$ cat config.mk
export PLATFORM = sky130hd
export DESIGN_NAME = sca_ram
export DESIGN_NICKNAME = d
export VERILOG_FILES = /design/src/hdl/assert_macros.svh /design/src/hdl/sca_ram.sv
export SDC_FILE = /design/constraint.sdc
export NUM_CORES = 1
export LEC_CHECK = 0
export ABC_AREA = 1
export ABC_CLOCK_PERIOD_IN_PS = 900
export CORE_UTILIZATION = 40
export DETAILED_ROUTE_END_ITERATION = 7
export DONT_BUFFER_PORTS = 1
export PLACE_DENSITY = 0.58
export REMOVE_ABC_BUFFERS = 1
export SLEW_MARGIN = 20
export SYNTH_ARGS = -nofsm -noshare
export SYNTH_HDL_FRONTEND = slang
export SYNTH_SLANG_ARGS = --single-unit
$ cat constraint.sdc
create_clock -name i_clk -period 0.9 [get_ports i_clk]
set_input_delay 0.045 -clock i_clk [delete_from_list [all_inputs] [get_ports i_clk]]
set_output_delay 0.045 -clock i_clk [all_outputs]
set_load 0.1 [all_outputs]
$ cat src/hdl/assert_macros.svh
// Assertion helpers included by the allocator core RTL.
`ifndef ASSERT_MACROS_SVH
`define ASSERT_MACROS_SVH

// Property sampled at the rising clock edge, ignored while reset is low.
`define ASSERT_CLK(label, prop, msg) \
    label: assert property (@(posedge i_clk) disable iff (!i_rst_n) (prop)) else $error(msg);

// Condition on one edge implies a condition on the following edge.
`define ASSERT_NEXT(label, ante, cons, msg) \
    label: assert property (@(posedge i_clk) disable iff (!i_rst_n) \
        (ante) |=> (cons)) else $error(msg);

`endif

$ cat src/hdl/sca_ram.sv
module sca_ram #(
    parameter int WIDTH = 8,
    parameter int DEPTH = 8
) (
    input  logic                                      i_clk,
    input  logic                                      i_we,
    input  logic [(DEPTH > 1 ? $clog2(DEPTH) : 1)-1:0] i_waddr,
    input  logic [WIDTH-1:0]                          i_wdata,
    input  logic                                      i_re,
    input  logic [(DEPTH > 1 ? $clog2(DEPTH) : 1)-1:0] i_raddr,
    output logic [WIDTH-1:0]                          o_rdata
);
    logic [WIDTH-1:0] r_mem [DEPTH];
    logic [WIDTH-1:0] r_rdata;

    always_ff @(posedge i_clk) begin
        if (i_we) begin
            r_mem[i_waddr] <= i_wdata;
        end
        if (i_re) begin
            r_rdata <= r_mem[i_raddr];
        end
    end

    assign o_rdata = r_rdata;
endmodule

==> metrics.csv <==
metric,value,unit
outcome,"finished, violations left",
failing checks,setup timing,
sequential share of the synthesized area,69.1,%
Critical Path RT,0.85,ns
# DRC,0,
fin cells,441,
Buffers on Ports,0,
CP Launch Type,register,
root buffer cell,clkbuf_8,
Slew HR,63.1,%
I/O pin count,25,
routed wl met2,3040,µm
via count,1986,
first-pass GRT wire length,10100,µm
Post-Syn Area,3130,µm²
wire per inst,14.0,µm
Top delay family on crit path,flip-flops,
Top Layer Used,met4,
Nets,354,
first-pass iteration count of the detailed router,4,
Post-Route WL,6180,µm
placed instance count,414,
max cap viols,0,
cell area after placement,3450,µm²
chip width,90.5,µm
largest net degree at the start of global routing,34,
"Min Clock Period, post-route",1.00,ns
vias in the first global route,1957,
post-route cell area,3780,µm²
Setup CP Type,register to output port,
crit-path max cell delay,0.43,ns
power density cells,1860,nW/µm²
grt ovf,0,
syn avg cell area,10.3,µm²
f_max,996,MHz
GPL Wtd Cong,0.724,
worst-margin pin slew,0.554,ns
P_leak,1.72,nW
CORE AREA,7410,µm²
Worst-Skew Late Latency,0.33,ns
chip height,90.5,µm
Final period util,112,%
Worst Skew,0.00850,ns
postcts setup bufs,0,
DP HPWL,3730,µm
Netlist cell types,10,
CP max FO,1,
CP cell instances,buf_12,
CTS H-tree depth,3,
antenna cell count,0,
Setup Total Neg Slack,-1.14,ns
arrival time worst endpoint,0.96,ns
Gate Count Post-Synth,303,
Final Slew Violations,0,
yosys warns,0,
RSZ-0062 raised after global routing,true,
"commonest non-fill, non-tap cells in the layout","109 x nand2_1, 72 x edfxtp_1, 67 x inv_1",
Longest Clk Path Bufs,2,
Buf/Inv on CP,1,
"CTS clk-pin slew, worst paths",0.07,ns
Initial Util,42.3,%
vias per cell,4.50,
WL met3,174,µm
setup violators final,16,
CTS tree,done,
Die ar.,8180,µm²
DP Worst Slack,-0.0428,ns
Seq cells post-synth,72,
initial drt markers,79,
initial antenna violation count,0,
post-route ant nets,0,
CTS Sinks,72,
worst vdd ir,837,µV
final worst-path setup slack,-0.104,ns
Final Hold Viols,0,
endpoint class of the critical path,output port,
Slowest cell on crit path,edfxtp_1,
total track usage,17.2,%
cts bufs inserted,9,
Syn-to-layout area delta,20.7,%
layout cells sized above 1,13.5,%
filler instances,645,
worst hold path type,input port to register,
"most common cell after layout, fill and taps aside",nand2_1,
wl on met1,2870,µm
WHS,0.00884,ns
Rows,31,
## final timing paths
| path | from | end | slack [ns] | cells past startpoint |
|---|---|---|---|---|
| hold / removal | i_raddr[1] | o_rdata[4] | 0.009 | 4 |
| hold reg to reg | r_mem[1][6] | o_rdata[6] | 0.70 | 6 |
| setup reg to reg | r_mem[7][6] | o_rdata[6] | -0.07 | 6 |
| setup / recovery | o_rdata[4] | o_rdata[4] | -0.10 | 1 |
## routing by layer
metal | up-vias | track usage (%)
met5 | - | 0
met4 | 0 | 9.14
met3 | 7 | 3.87
met2 | 34 | 27.0
met1 | 937 | 22.1
li1 | 1008 | -
## synth_stat cells (all sizes together)
library cell / number / area share, %
inv: 70 / 8.5
edfxtp: 72 / 69
buf: 11 / 3.2
nor2: 8 / 0.96
nand3: 32 / 5.1
nand2: 110 / 13
## state kept, by name, summed over array words and instances, names as in the netlist
register  count
o_rdata       8
r_mem        64
## where the power goes
group	total [mW]	internal, mW	switching (mW)
clock	2.40	1.27	1.14
combinational	0.762	0.276	0.486
sequential	3.87	3.83	0.0450
total	7.04	5.37	1.67
## through the flow
stage,power (mW),utilization [%]
6_report,7.04,51.0
5_1_grt,7.33,51.0
4_1_cts,7.12,50.6
3_5_place_dp,4.61,46.6
3_3_place_gp,4.60,46.6
2_1_floorplan,4.37,-
## logic make-up (layout without fill, tap and decap cells)
family	after synthesis	after routing	synth area share, %
simple gates	150	150	19.3
buf+inv	81	120	11.7
flops	72	72	69.1
## timing repair
action	CTS	global route
pin swaps	19	25
hold endpoints to repair	80	0
setup endpoints to repair	16	24
hold buffers	11	0
gates resized for setup	0	8
## layout make-up
cell class                 count  area (µm²)  share of cell area [%]
multi-input combinational    150         631                    16.7
timing repair buffer          34         410                    10.9
clock buffer                  10         128                    3.38
sequential                    72        2160                    57.2
clock inverter                 6        60.1                    1.59
tap                           99         124                    3.28
inverter                      70         265                    7.02
(Power assumes the default switching activity.)
